### config.mk
export PLATFORM = sky130hd
export DESIGN_NAME = btpc_div_stage
export DESIGN_NICKNAME = d
export VERILOG_FILES = /design/src/design/baro_temp_pressure_compensation_core_defines.svh /design/src/design/btpc_pkg.sv /design/src/design/btpc_div_stage.sv
export SDC_FILE = /design/constraint.sdc
export NUM_CORES = 1
export LEC_CHECK = 0
export BUFFER_PORTS_ARGS = -buffer_cell sky130_fd_sc_hd__buf_2
export CORE_AREA = 2 2 175 177
export CTS_CLUSTER_DIAMETER = 30
export CTS_CLUSTER_SIZE = 8
export DETAILED_ROUTE_END_ITERATION = 8
export DIE_AREA = 0 0 177 179
export MAX_ROUTING_LAYER = met4
export PLACE_DENSITY = 0.77
export SLEW_MARGIN = 20
export SYNTH_ARGS = -nofsm -noshare
export SYNTH_HDL_FRONTEND = slang
export SYNTH_SLANG_ARGS = --single-unit
### constraint.sdc
create_clock -name clk -period 4.8 [get_ports clk]
set_input_delay 0.96 -clock clk [delete_from_list [all_inputs] [get_ports clk]]
set_output_delay 0.96 -clock clk [all_outputs]
set_load 0.05 [all_outputs]
### src/design/baro_temp_pressure_compensation_core_defines.svh
// Assertion macros shared by the compensation core.
// Standalone header: no dependencies.
`ifndef BARO_TEMP_PRESSURE_COMPENSATION_CORE_DEFINES_SVH
`define BARO_TEMP_PRESSURE_COMPENSATION_CORE_DEFINES_SVH

// same-cycle implication
`define BTPC_ASSERT_IMP(lbl, ck, rs, ante, cons) \
  lbl: assert property (@(posedge ck) disable iff (rs) (ante) |-> (cons)) \
    else $error("btpc check failed");

// next-cycle implication
`define BTPC_ASSERT_NXT(lbl, ck, rs, ante, cons) \
  lbl: assert property (@(posedge ck) disable iff (rs) (ante) |=> (cons)) \
    else $error("btpc check failed");

`endif

### src/design/btpc_pkg.sv
// Types, constants and arithmetic helpers for the compensation core.
// No dependencies.
`default_nettype none

package btpc_pkg;

  localparam int DIV_STEPS  = 64;
  localparam int PRE_STAGES = 11;
  localparam int POST_STAGES = 4;
  localparam int PIPE_DEPTH = PRE_STAGES + DIV_STEPS + POST_STAGES;

  localparam logic signed [33:0] T_FINE_OFFSET = 34'sd128000;
  localparam logic [20:0]        P_RAW_FULL    = 21'd1048576;
  localparam logic signed [16:0] P_SCALE       = 17'sd3125;
  localparam logic [63:0]        W_BIAS        = 64'h0000_8000_0000_0000;
  localparam logic [63:0]        ROUND_NEG     = 64'd255;
  localparam logic [31:0]        T_ROUND       = 32'd128;

  typedef enum logic [1:0] {
    REG_TEMP_CALIB  = 2'd0,
    REG_PRESS_A     = 2'd1,
    REG_PRESS_B     = 2'd2,
    REG_PRESS_C     = 2'd3
  } cfg_reg_t;

  typedef struct packed {
    logic [19:0] raw_temperature;
    logic [19:0] raw_pressure;
  } in_word_t;

  typedef struct packed {
    logic signed [31:0] temperature;
    logic [31:0]        pressure;
    logic               divide_fault;
  } out_word_t;

  typedef struct packed {
    logic [63:0]        rem;
    logic [63:0]        nq;
    logic [63:0]        md;
    logic               neg;
    logic               fault;
    logic signed [31:0] temperature;
  } div_word_t;

  function automatic logic [63:0] asr64(input logic [63:0] x, input int unsigned sh);
    return $signed(x) >>> sh;
  endfunction

  function automatic logic [31:0] asr32(input logic [31:0] x, input int unsigned sh);
    return $signed(x) >>> sh;
  endfunction

  function automatic logic [63:0] sx64(input logic [15:0] v);
    return {{48{v[15]}}, v};
  endfunction

  // low 64 bits of x * s, as two 33x17 partial products
  function automatic logic [63:0] mul64x16s(input logic [63:0] x,
                                            input logic signed [16:0] s);
    logic signed [49:0] pl;
    logic signed [49:0] ph;
    pl = $signed({1'b0, x[31:0]}) * s;
    ph = $signed({1'b0, x[63:32]}) * s;
    return {{14{pl[49]}}, pl} + {ph[31:0], 32'd0};
  endfunction

endpackage

`default_nettype wire

### src/design/btpc_div_stage.sv
// One restoring step of the unsigned 64-bit divider chain.
// Depends on btpc_pkg.
`default_nettype none

module btpc_div_stage import btpc_pkg::*; (
  input  logic      clk,
  input  logic      en,
  input  div_word_t din,
  output div_word_t dout
);

  div_word_t   dout_next;
  logic [63:0] trial;
  logic        ge;

  // with a nonzero divisor the remainder stays below it, so its top bit is clear
  always_comb begin
    trial          = {din.rem[62:0], din.nq[63]};
    ge             = (trial >= din.md);
    dout_next      = din;
    dout_next.rem  = ge ? (trial - din.md) : trial;
    dout_next.nq   = {din.nq[62:0], ge};
  end

  always_ff @(posedge clk) begin
    if (en) begin
      dout <= dout_next;
    end
  end

endmodule

`default_nettype wire

==> key figures, run 1 <==
Yosys
  • Synthesized net count: 1322
  • Most instantiated cells after synthesis: sky130_fd_sc_hd__edfxtp_1 (226), sky130_fd_sc_hd__nand2_1 (115), sky130_fd_sc_hd__o21ai_0 (103)
  • Leading cell type by number of instances after synthesis: sky130_fd_sc_hd__edfxtp_1
  • Most area-hungry cell type in the Yosys netlist: sky130_fd_sc_hd__edfxtp_1
  • Number of synthesized register bits: 226
  • EDFF count, synth: 226
  • Total number of yosys warnings: 0
  • Synthesized area: 11600 um2
  • Synth top area cells: sky130_fd_sc_hd__edfxtp_1 (59%), sky130_fd_sc_hd__ha_1 (6.9%), sky130_fd_sc_hd__o21ai_0 (4.4%)
  • Post-synthesis cell count: 1029
  • Sequential share of the synthesized area: 58.6%
  • FFs w/ async S/R, synth: 0%
  • Most used flip-flop cell after synthesis: sky130_fd_sc_hd__edfxtp_1
  • Area share of the leading cell type in the synthesized netlist: 58.6%
  • Synth Area per Inst: 11.3 um2
  • Distinct cells, synth: 59

Cells and area
  • Largest registers: dout x226
  • Fraction of final layout cells sized beyond drive strength 1: 35.8%
  • Number of inserted filler cells in the final layout: 2638
  • Flip-flop count of the largest register, all copies and words added: 226
  • P&R area growth vs syn: 39.1%
  • Most flop-heavy register: dout
  • Post-layout net count: 1803

Clock tree
  • TritonCTS clock tree: built
  • CTS hold repair buffers: 0
  • Clk Tree Root Cell: sky130_fd_sc_hd__clkbuf_16
  • Gates resized, CTS repair: 0
  • Max Root-Sink Buffers: 3
  • Total CTS buffers: 51
  • CTS H-tree lvls: 2
  • Number of sinks driven by the clock tree: 226
  • Buffer count from post-CTS setup fixing: 0
  • Clock transition at the register clock pins on the worst setup and hold paths after CTS: 0.05 ns

Global route
  • Total congestion overflow after global routing: 0
  • Maximum number of pins on one net before global-route repair: 126
  • Via count of the first global-routing pass: 10.1k
  • Global-route usage over all layers: 23.0%
  • First-pass GRT wire length: 54.3 mm
  • Initial antenna violation count: 13

STA
  • Final critical-path share of the clock period: 86.2%
  • Transition time at the pin with the least slew margin: 1.03 ns
  • Total setup violations reported at the end of the flow: 0
  • Max-slew violation count: 0
  • Maximum clock rate: 242 MHz
  • Final worst path period need: 4.14 ns
  • Worst slew margin: 31.3%
  • Final Hold Fails: 0
  • Setup repair after global routing missed its margin: no
  • Setup TNS Final: 0 ns

Drt
  • Wire length per cell after detailed routing: 18.9 um
  • Routed wire length: 36.9 mm
  • Total via count after detailed routing: 9931
  • Post-route DRC: 0
  • Drt first pass iters: 5
  • First-iteration detailed-routing DRC count: 626
  • Vias per cell: 5.08
  • Final antenna-violating net count: 0

Placed design
  • Detailed-placement wirelength estimate: 29.0 mm
  • Final RePlAce weighted congestion: 0.886
  • Port Buffers: 452

Outcome
  • Outcome: completed

Power and ir drop
  • PD cells: 478 nW/um2
  • Peak ir drop on the vdd network: 0.306 mV
  • Total power: 7.70 mW
  • Static leakage power: 7.07 nW

Floorplanning
  • Core region area: 30000 um2
  • Die width: 177 um
  • Placement Rows: 64
  • # IOs: 454
  • Die Footprint: 31700 um2
  • Die H: 179 um
  • Effective utilization at floorplan: 38.6%

Worst setup path
  • Data arrival time of the critical path: 4.43 ns
  • Critical path required time: 5.09 ns
  • Worst Setup Start Kind: input port
  • CP max FO: 3
  • Worst Setup Path Type: input port to flip-flop
  • Critical Path End Type: flip-flop

Worst hold path
  • Endpoint of the worst hold-timing path: dout[22]
  • Path type of the worst min-delay path: input port to flip-flop
  • Critical hold path startpoint: din[22]
  • Cells on Worst Hold Path: 1

Job
  • Max-cap viol count: 0
[layout by cell type, fill, tap and decap left out, types with 3 or more instances in the layout]
master,n
sky130_fd_sc_hd__a21o_1,15
sky130_fd_sc_hd__o21a_1,11
sky130_fd_sc_hd__xor2_1,25
sky130_fd_sc_hd__a311oi_1,4
sky130_fd_sc_hd__diode_2,10
sky130_fd_sc_hd__clkbuf_1,7
sky130_fd_sc_hd__clkinvlp_4,3
sky130_fd_sc_hd__o21ai_1,5
sky130_fd_sc_hd__clkbuf_16,51
sky130_fd_sc_hd__a31oi_1,7
sky130_fd_sc_hd__nor2_1,58
sky130_fd_sc_hd__buf_4,16
sky130_fd_sc_hd__nor4_1,4
sky130_fd_sc_hd__o211ai_1,7
sky130_fd_sc_hd__mux2_2,6
sky130_fd_sc_hd__o21ai_0,103
sky130_fd_sc_hd__nor3_1,14
sky130_fd_sc_hd__and3_1,6
sky130_fd_sc_hd__a211oi_1,5
sky130_fd_sc_hd__xnor2_1,31
sky130_fd_sc_hd__and4_1,4
sky130_fd_sc_hd__nor2b_1,9
sky130_fd_sc_hd__clkinv_4,3
sky130_fd_sc_hd__nand2_1,115
sky130_fd_sc_hd__nand3_1,19
sky130_fd_sc_hd__edfxtp_1,226
sky130_fd_sc_hd__nor3b_1,4
sky130_fd_sc_hd__inv_1,77
sky130_fd_sc_hd__o31ai_1,8
sky130_fd_sc_hd__a21oi_1,80
sky130_fd_sc_hd__nand4_1,20
sky130_fd_sc_hd__or4_1,3
sky130_fd_sc_hd__nand2b_1,8
sky130_fd_sc_hd__o21bai_1,14
sky130_fd_sc_hd__bufinv_16,10
sky130_fd_sc_hd__buf_2,451
sky130_fd_sc_hd__ha_1,64
sky130_fd_sc_hd__clkinv_1,14
[where the power goes]
group          internal [mW]  switching (mW)
sequential              2.41          0.0476
combinational          0.465            1.27
clock                   2.45            1.05
[critical path, stage by stage]
cell and delay (ns):
sky130_fd_sc_hd__buf_2 0.10, sky130_fd_sc_hd__inv_1 0.04, sky130_fd_sc_hd__ha_1 0.21, sky130_fd_sc_hd__fa_1 0.41, sky130_fd_sc_hd__nand2b_1 0.19, sky130_fd_sc_hd__a21oi_1 0.27, sky130_fd_sc_hd__o2111ai_1 0.26, sky130_fd_sc_hd__o21ai_1 0.33
sky130_fd_sc_hd__a21oi_1 0.22, sky130_fd_sc_hd__o31ai_1 0.29, sky130_fd_sc_hd__buf_4 0.18, sky130_fd_sc_hd__a41oi_1 0.20, sky130_fd_sc_hd__a21oi_1 0.35, sky130_fd_sc_hd__xor2_1 0.11, sky130_fd_sc_hd__mux2_2 0.28
[per-stage QoR]
step	cell area [um2]	hold WS, ns	std cells	utilization [%]	setup slack (ns)
after detailed placement	14300	1.14	1853	47.8	0.161
after global placement	14300	1.14	1853	47.8	0.226
after floorplan	11600	1.06	1029	-	0.933
after global routing	16100	0.569	1954	53.7	0.453
after CTS	16100	0.570	1944	53.6	0.720
final	16100	0.585	1954	53.7	0.664
[metal layers]
| layer | routed length, um | track usage (%) |
|---|---|---|
| met1 | 13900 | 25.0 |
| met2 | 18400 | 39.9 |
| met3 | 3590 | 7.55 |
| met4 | 953 | 7.37 |
| met5 | 0 | - |
[layout make-up]
class | instances | area (um2) | area share, %
diodes | 10 | 25.0 | 0.155
clock buffers | 58 | 1300 | 8.08
clock inverters | 33 | 440 | 2.73
inverters | 78 | 293 | 1.82
multi-input cells | 683 | 4340 | 26.9
flip-flops and latches | 226 | 6790 | 42.1
well taps | 396 | 495 | 3.07
repair buffers | 470 | 2430 | 15.1
[worst max-delay path by stage]
stage	startpoint	to	slack, ns	cells past startpoint
after floorplan	din[161]	dout[218]	0.93	13
after global placement	din[161]	dout[222]	0.23	15
after detailed placement	din[161]	dout[222]	0.16	15
after CTS	din[161]	dout[222]	0.72	15
after global routing	din[161]	dout[218]	0.45	15
final	din[161]	dout[222]	0.66	15
[kinds of logic (layout without fill, tap and decap cells)]
| family | Yosys count | in the layout | share of synthesized area (%) |
|---|---|---|---|
| AOI/OAI and AO/OA | 282 | 282 | 14.4 |
| and+or+nand+nor | 273 | 273 | 11.0 |
| DFF | 226 | 226 | 58.6 |
| buffers and inverters | 120 | 639 | 4.02 |
| adders and majority gates | 65 | 65 | 7.08 |
| xor gates and xnor gates | 56 | 56 | 4.23 |
| muxes | 7 | 7 | 0.670 |
| other | 0 | 10 | 0 |
Power figures use the tool's default switching activity.
==> inputs of run 2 (changes only) <==
Settings changed: CAP_MARGIN set to 40, CORE_AREA 2 2 175 177 to 2 2 179 181, CTS_BUF_LIST set to sky130_fd_sc_hd__clkbuf_16, DIE_AREA 0 0 177 179 to 0 0 181 183.
Clock period 4.8 ns to 3.3 ns, I/O delays scaled along.
==> run 2 against run 1 <==
  * Sequential power grew 46%
  * Sequential share of layout area shrank 4.3 points
  * Hold slack lost 0.30 ns
  * Non-clock buffer count grew 211
  * Critical endpoint is now dout[218]
  * Die area grew 4.5%
  * Critical path depth shrank 1
  * Setup slack lost 0.50 ns
  * Largest power group unchanged
  * Via count grew 9.5%
  * Count of clock-buffer cells in the layout shrank 4
==> key figures, run 2 (same netlist as run 1, synthesis figures left out) <==
STA
  • Final worst path period need: 3.13 ns
  • Max-slew violation count: 0 (unchanged)
  • Setup repair after global routing missed its margin: yes
  • Final Hold Fails: 0 (unchanged)
  • Worst slew margin: 45.1% (+14 points)
  • Final critical-path share of the clock period: 95.0%
  • Maximum clock rate: 319 MHz
  • Total setup violations reported at the end of the flow: 0 (unchanged)
  • Transition time at the pin with the least slew margin: 0.824 ns (-0.207 ns)
  • Final hold slack: 0.288 ns (-0.297 ns)

Drt
  • Final antenna-violating net count: 0 (unchanged)
  • First-iteration detailed-routing DRC count: 582 (-7.0%)
  • Routed wire length: 41.0 mm (+11%)
  • Total via count after detailed routing: 10.9k (+9.5%)
  • Drt first pass iters: 5 (unchanged)
  • Wire length per cell after detailed routing: 18.9 um (+0.36%)
  • Vias per cell: 5.02 (-1.3%)
  • Post-route DRC: 0 (unchanged)

Global route
  • Via count of the first global-routing pass: 11.3k (+12%)
  • Global-route usage over all layers: 24.4% (+1.4 points)
  • Initial antenna violation count: 9 (-4)
  • First-pass GRT wire length: 61.2 mm (+13%)
  • Total congestion overflow after global routing: 0 (unchanged)
  • Maximum number of pins on one net before global-route repair: 90 (-29%)

Worst setup path
  • Worst Setup Start Kind: input port
  • Data arrival time of the critical path: 3.48 ns (-0.95 ns)
  • Worst Setup Path Type: input port to flip-flop
  • CP max FO: 3 (unchanged)
  • Worst setup path startpoint: din[161]
  • Critical path required time: 3.64 ns (-1.45 ns)
  • Critical Path End Type: flip-flop

Cells and area
  • Post-layout net count: 2016 (+12%)
  • Post-Layout Inst Area: 18000 um2 (+11%)
  • Flip-flop count of the largest register, all copies and words added: 226 (unchanged)
  • Area taken by multi-input logic gates: 4500 um2 (+3.7%)
  • Most frequent standard cell in the layout excluding fill and tap cells: sky130_fd_sc_hd__buf_2
  • Post-route insts no fill: 2167 (+11%)
  • Fraction of final layout cells sized beyond drive strength 1: 45.2% (+9.4 points)
  • Number of inserted filler cells in the final layout: 2614 (-0.91%)
  • P&R area growth vs syn: 55.0%
  • Most flop-heavy register: dout
  • Largest registers: dout x226
  • Commonest cells after routing, fill and taps aside: sky130_fd_sc_hd__buf_2 (451), sky130_fd_sc_hd__edfxtp_1 (226), sky130_fd_sc_hd__buf_4 (224)
  • Sequential cell area: 6790 um2 (unchanged)

Placed design
  • Final RePlAce weighted congestion: 0.959 (+8.2%)
  • Number of instances in the placed design: 2068 (+12%)
  • Post-Place Cell Area: 16000 um2 (+12%)
  • Detailed-placement wirelength estimate: 32.0 mm (+10%)
  • Port Buffers: 452 (unchanged)

Clock tree
  • Clock transition at the register clock pins on the worst setup and hold paths after CTS: 0.05 ns (about the same)
  • Max Root-Sink Buffers: 3 (unchanged)
  • TritonCTS clock tree: built
  • CTS H-tree lvls: 2 (unchanged)
  • Total CTS buffers: 53 (+3.9%)
  • Number of sinks driven by the clock tree: 226 (unchanged)
  • Clk Tree Root Cell: sky130_fd_sc_hd__clkbuf_16

Job
  • Max-cap viol count: 0 (unchanged)

Worst hold path
  • Path type of the worst min-delay path: input port to flip-flop
  • Critical hold path startpoint: din[106]

Outcome
  • Outcome: completed

Power and ir drop
  • Static leakage power: 8.17 nW (+16%)
  • PD cells: 657 nW/um2 (+37%)
  • Peak ir drop on the vdd network: 0.400 mV (+31%)

Floorplanning
  • Placement Rows: 65 (+1.6%)
  • Core region area: 31200 um2 (+4.0%)
  • Die H: 183 um (+2.2%)
  • # IOs: 454 (unchanged)
  • Effective utilization at floorplan: 37.1% (-1.5 points)
  • Die Footprint: 33100 um2 (+4.5%)
  • Die width: 181 um (+2.3%)
run 2: cell types whose count changed in the layout (fill, tap and decap cells not counted), moves of 5 or more:
| cell | delta |
|---|---|
| sky130_fd_sc_hd__a21oi_1 | -6 |
| sky130_fd_sc_hd__clkinv_2 | +5 |
| sky130_fd_sc_hd__clkbuf_1 | -7 |
| sky130_fd_sc_hd__clkinv_1 | -7 |
| sky130_fd_sc_hd__buf_4 | +208 |
run 2: report_power, final:
group          leakage, nW  internal (mW)  switching [mW]
logic                 5.07          0.959            1.97
clock network        0.886           3.70            1.58
registers             2.21           3.51          0.0765
run 2: final timing paths:
check   endpoint  cells past startpoint
max    dout[218]                     14
min    dout[107]                      1
run 2: final cells by class:
cell class / count / share of cell area, %
sequential: 226 / 37.8
clock buffer: 54 / 7.53
timing repair buffer: 681 / 22.5
antenna: 6 / 0.0836
inverter: 78 / 1.65
tap: 402 / 2.80
clock inverter: 37 / 2.54
multi-input combinational: 683 / 25.1
run 2: routing by layer:
| layer | share of wire [%] | up-vias | track usage [%] |
|---|---|---|---|
| li1 | - | 5195 | - |
| met1 | 39 | 5117 | 26.9 |
| met2 | 50 | 465 | 43.1 |
| met3 | 7.2 | 93 | 5.96 |
| met4 | 3.5 | 0 | 8.94 |
| met5 | 0 | - | - |
run 2: repair_timing:
action                                  in CTS  in global routing
endpoints found under the setup margin       0                 37
setup buffers                                0                  2
hold buffers                                 0                  0
gates resized for setup                      0                 17
hold endpoints to repair                     0                  0
run 2: critical path, stage by stage:
cell	delay (ns)
sky130_fd_sc_hd__buf_2	0.10
sky130_fd_sc_hd__inv_1	0.04
sky130_fd_sc_hd__ha_1	0.22
sky130_fd_sc_hd__fa_2	0.35
sky130_fd_sc_hd__nand2b_4	0.16
sky130_fd_sc_hd__a21oi_4	0.19
sky130_fd_sc_hd__o2111ai_4	0.19
sky130_fd_sc_hd__o21ai_4	0.24
sky130_fd_sc_hd__a21oi_4	0.11
sky130_fd_sc_hd__o31ai_4	0.25
sky130_fd_sc_hd__a41oi_2	0.21
sky130_fd_sc_hd__a21boi_1	0.18
sky130_fd_sc_hd__mux2_2	0.34
sky130_fd_sc_hd__a311oi_1	0.22
run 2: metrics by stage:
| stage | total power [mW] | util [%] | worst slack, ns | setup TNS (ns) |
|---|---|---|---|---|
| final | 11.8 | 57.5 | 0.165 | 0 |
| after global routing | 12.2 | 57.5 | -0.0513 | -0.0784 |
| after CTS | 11.8 | 57.1 | 0.00421 | 0 |
| after detailed placement | 6.52 | 51.3 | -0.514 | -22.14 |
| after global placement | 6.47 | 51.3 | -0.460 | -19.07 |
| after floorplan | 5.41 | - | -0.00650 | -0.00650 |
==> inputs of run 3 (changes only) <==
Settings changed: CELL_PAD_IN_SITES_DETAIL_PLACEMENT set to 1, CELL_PAD_IN_SITES_GLOBAL_PLACEMENT set to 1, CORE_AREA 2 2 179 181 to unset, CORE_MARGIN set to 2, CORE_UTILIZATION set to 34, DIE_AREA 0 0 181 183 to unset, PLACE_DENSITY 0.77 to 0.89.
==> run 3 against run 2 <==
  * Sequential power hardly changed
  * Core utilization is 2.3 points lower
  * Via count is 7.8% higher
  * Fmax is 3.1% lower
  * Hold slack worse by 0.063 ns
  * Critical path depth stayed put
  * Largest cell class unchanged
==> key figures, run 3 (same netlist as run 1, synthesis figures left out) <==
Drt
  • Total via count after detailed routing: 11.7k (+7.8%)
  • Routed wire length: 52.6 mm (+28%)
  • Final antenna-violating net count: 0 (unchanged)
  • Post-route DRC: 0 (unchanged)
  • Vias per cell: 5.18 (+3.3%)
  • First-iteration detailed-routing DRC count: 690 (+19%)
  • Wire length per cell after detailed routing: 23.3 um (+23%)
  • Drt first pass iters: 5 (unchanged)

STA
  • Total setup violations reported at the end of the flow: 0 (unchanged)
  • Final worst path period need: 3.23 ns (+0.0989 ns)
  • Transition time at the pin with the least slew margin: 0.580 ns (-0.243 ns)
  • Worst slew margin: 60.9% (+16 points)
  • Final Hold Fails: 0 (unchanged)
  • Final hold slack: 0.226 ns (-0.0626 ns)
  • Maximum clock rate: 309 MHz (-3.1%)
  • Setup TNS Final: 0 ns (unchanged)
  • Max-slew violation count: 0 (unchanged)
  • Final critical-path share of the clock period: 98.0% (+3.0 points)

Clock tree
  • CTS hold repair buffers: 0 (unchanged)
  • Max Root-Sink Buffers: 3 (unchanged)
  • Clock transition at the register clock pins on the worst setup and hold paths after CTS: 0.05 ns (about the same)
  • TritonCTS clock tree: built
  • Total CTS buffers: 60 (+13%)
  • Buffer count from post-CTS setup fixing: 0 (unchanged)
  • Number of sinks driven by the clock tree: 226 (unchanged)
  • Clk Tree Root Cell: sky130_fd_sc_hd__clkbuf_16
  • CTS H-tree lvls: 2 (unchanged)

Worst setup path
  • Longest individual stage delay on the worst path: 0.38 ns (+0.03 ns)
  • Worst setup path startpoint: din[34]
  • Library cell contributing the largest single delay on the critical path: sky130_fd_sc_hd__o31ai_2
  • CP cell instances: buf_2 -> ha_1 -> fa_2 -> nand2b_4 -> a21oi_4 -> o2111ai_4 -> o221ai_2 -> a31oi_2 -> o21ai_1 -> buf_4 -> a21boi_0 -> o31ai_2 -> xnor2_1 -> o21ai_0
  • Number of cells on the critical path: 14 (unchanged)
  • Worst Setup Start Kind: input port
  • Critical path required time: 3.63 ns (about the same)
  • Critical Path End Type: flip-flop
  • Combined buffer and inverter count along the critical path: 2 (unchanged)
  • CP max FO: 3 (unchanged)
  • Data arrival time of the critical path: 3.57 ns (+0.09 ns)
  • Largest delay contributor family on the critical path: compound AO/OA/AOI/OAI gates
  • Worst Setup Path Type: input port to flip-flop

Floorplanning
  • # IOs: 454 (unchanged)
  • Die width: 189 um (+4.2%)
  • Die H: 189 um (+3.1%)
  • Core region area: 33500 um2 (+7.4%)
  • Placement Rows: 67 (+3.1%)
  • Die Footprint: 35600 um2 (+7.4%)
  • Effective utilization at floorplan: 34.6% (-2.5 points)

Global route
  • Initial antenna violation count: 12 (+3)
  • First-pass GRT wire length: 77.9 mm (+27%)
  • Global-route usage over all layers: 29.7% (+5.3 points)
  • Maximum number of pins on one net before global-route repair: 68 (-24%)
  • Total congestion overflow after global routing: 0 (unchanged)
  • Via count of the first global-routing pass: 13.2k (+17%)

Power and ir drop
  • PD cells: 686 nW/um2 (+4.5%)
  • Peak ir drop on the vdd network: 0.467 mV (+17%)
  • Static leakage power: 8.43 nW (+3.2%)
  • Total power: 12.7 mW (+7.7%)

Cells and area
  • Fraction of final layout cells sized beyond drive strength 1: 46.7% (+1.5 points)
  • P&R area growth vs syn: 59.7%
  • Commonest cells after routing, fill and taps aside: sky130_fd_sc_hd__buf_2 (451), sky130_fd_sc_hd__buf_4 (245), sky130_fd_sc_hd__edfxtp_1 (226)
  • Post-route insts no fill: 2261 (+4.3%)
  • Most flop-heavy register: dout
  • Most frequent standard cell in the layout excluding fill and tap cells: sky130_fd_sc_hd__buf_2
  • Post-layout net count: 2045 (+1.4%)
  • Flip-flop count of the largest register, all copies and words added: 226 (unchanged)
  • Number of inserted filler cells in the final layout: 3753 (+44%)
  • Largest registers: dout x226

Worst hold path
  • Critical hold path startpoint: din[124]
  • Endpoint of the worst hold-timing path: dout[125]
  • Path type of the worst min-delay path: input port to flip-flop
  • Cells on Worst Hold Path: 1 (unchanged)

Placed design
  • Number of instances in the placed design: 2138 (+3.4%)
  • Port Buffers: 452 (unchanged)
  • Detailed-placement wirelength estimate: 38.4 mm (+20%)
  • Final RePlAce weighted congestion: 0.903 (-5.8%)

Job
  • Max-cap viol count: 0 (unchanged)

Outcome
  • Outcome: completed
run 3: changes by cell type in the layout (fill, tap and decap cells not counted), moves of 3 or more:
| cell | previous run | this run |
|---|---|---|
| sky130_fd_sc_hd__o21ai_0 | 100 | 97 |
| sky130_fd_sc_hd__o21ai_1 | 7 | 10 |
| sky130_fd_sc_hd__diode_2 | 6 | 11 |
| sky130_fd_sc_hd__inv_1 | 81 | 84 |
| sky130_fd_sc_hd__clkinv_2 | 7 | 12 |
| sky130_fd_sc_hd__clkinv_1 | 7 | 12 |
| sky130_fd_sc_hd__a21oi_1 | 74 | 70 |
| sky130_fd_sc_hd__a21oi_2 | 4 | 9 |
| sky130_fd_sc_hd__buf_4 | 224 | 245 |
| sky130_fd_sc_hd__clkbuf_16 | 54 | 61 |
| sky130_fd_sc_hd__o31ai_1 | 6 | 3 |
run 3: routing by layer:
metal	track usage [%]	routed length (um)	up-vias
met5	-	0	-
met4	19.4	3420	0
met3	6.67	3310	180
met2	52.8	27300	522
met1	29.2	18600	5739
li1	-	-	5275
run 3: through the flow:
stage,worst slack (ns),cell area (um2),util (%)
2_1_floorplan,-0.00650,11700,-
3_3_place_gp,-0.503,16300,48.5
3_5_place_dp,-0.577,16300,48.5
4_1_cts,-0.0273,18400,54.7
5_1_grt,-0.000711,18500,55.2
6_report,0.0662,18500,55.2
run 3: power by group:
| group | internal (mW) | leakage, nW | switching [mW] | total [mW] |
|---|---|---|---|---|
| clock | 4.10 | 1.03 | 1.88 | 5.98 |
| combinational | 0.983 | 5.19 | 2.12 | 3.10 |
| sequential | 3.51 | 2.21 | 0.101 | 3.61 |
| total | 8.60 | 8.43 | 4.10 | 12.7 |
run 3: worst max-delay path by stage:
| stage | to | slack, ns |
|---|---|---|
| after floorplan | dout[218] | -0.006 |
| after global placement | dout[223] | -0.50 |
| after detailed placement | dout[223] | -0.58 |
| after CTS | dout[210] | -0.03 |
| after global routing | dout[205] | -0.0007 |
| final | dout[208] | 0.07 |
run 3: area by class of cell:
class                           instances  area [um2]  area share (%)
Inverter                               78         294            1.59
Multi-Input combinational cell        683        4550            24.6
Clock inverter                         51         541            2.92
Tap cell                              448         561            3.03
Antenna cell                           11        27.5           0.149
Clock buffer                           61        1530            8.25
Timing Repair Buffer                  703        4220            22.8
Sequential cell                       226        6790            36.7
run 3: repair_timing:
action,CTS,global route
pin swaps,0,3
setup endpoints to repair,7,45
gates resized for setup,5,26
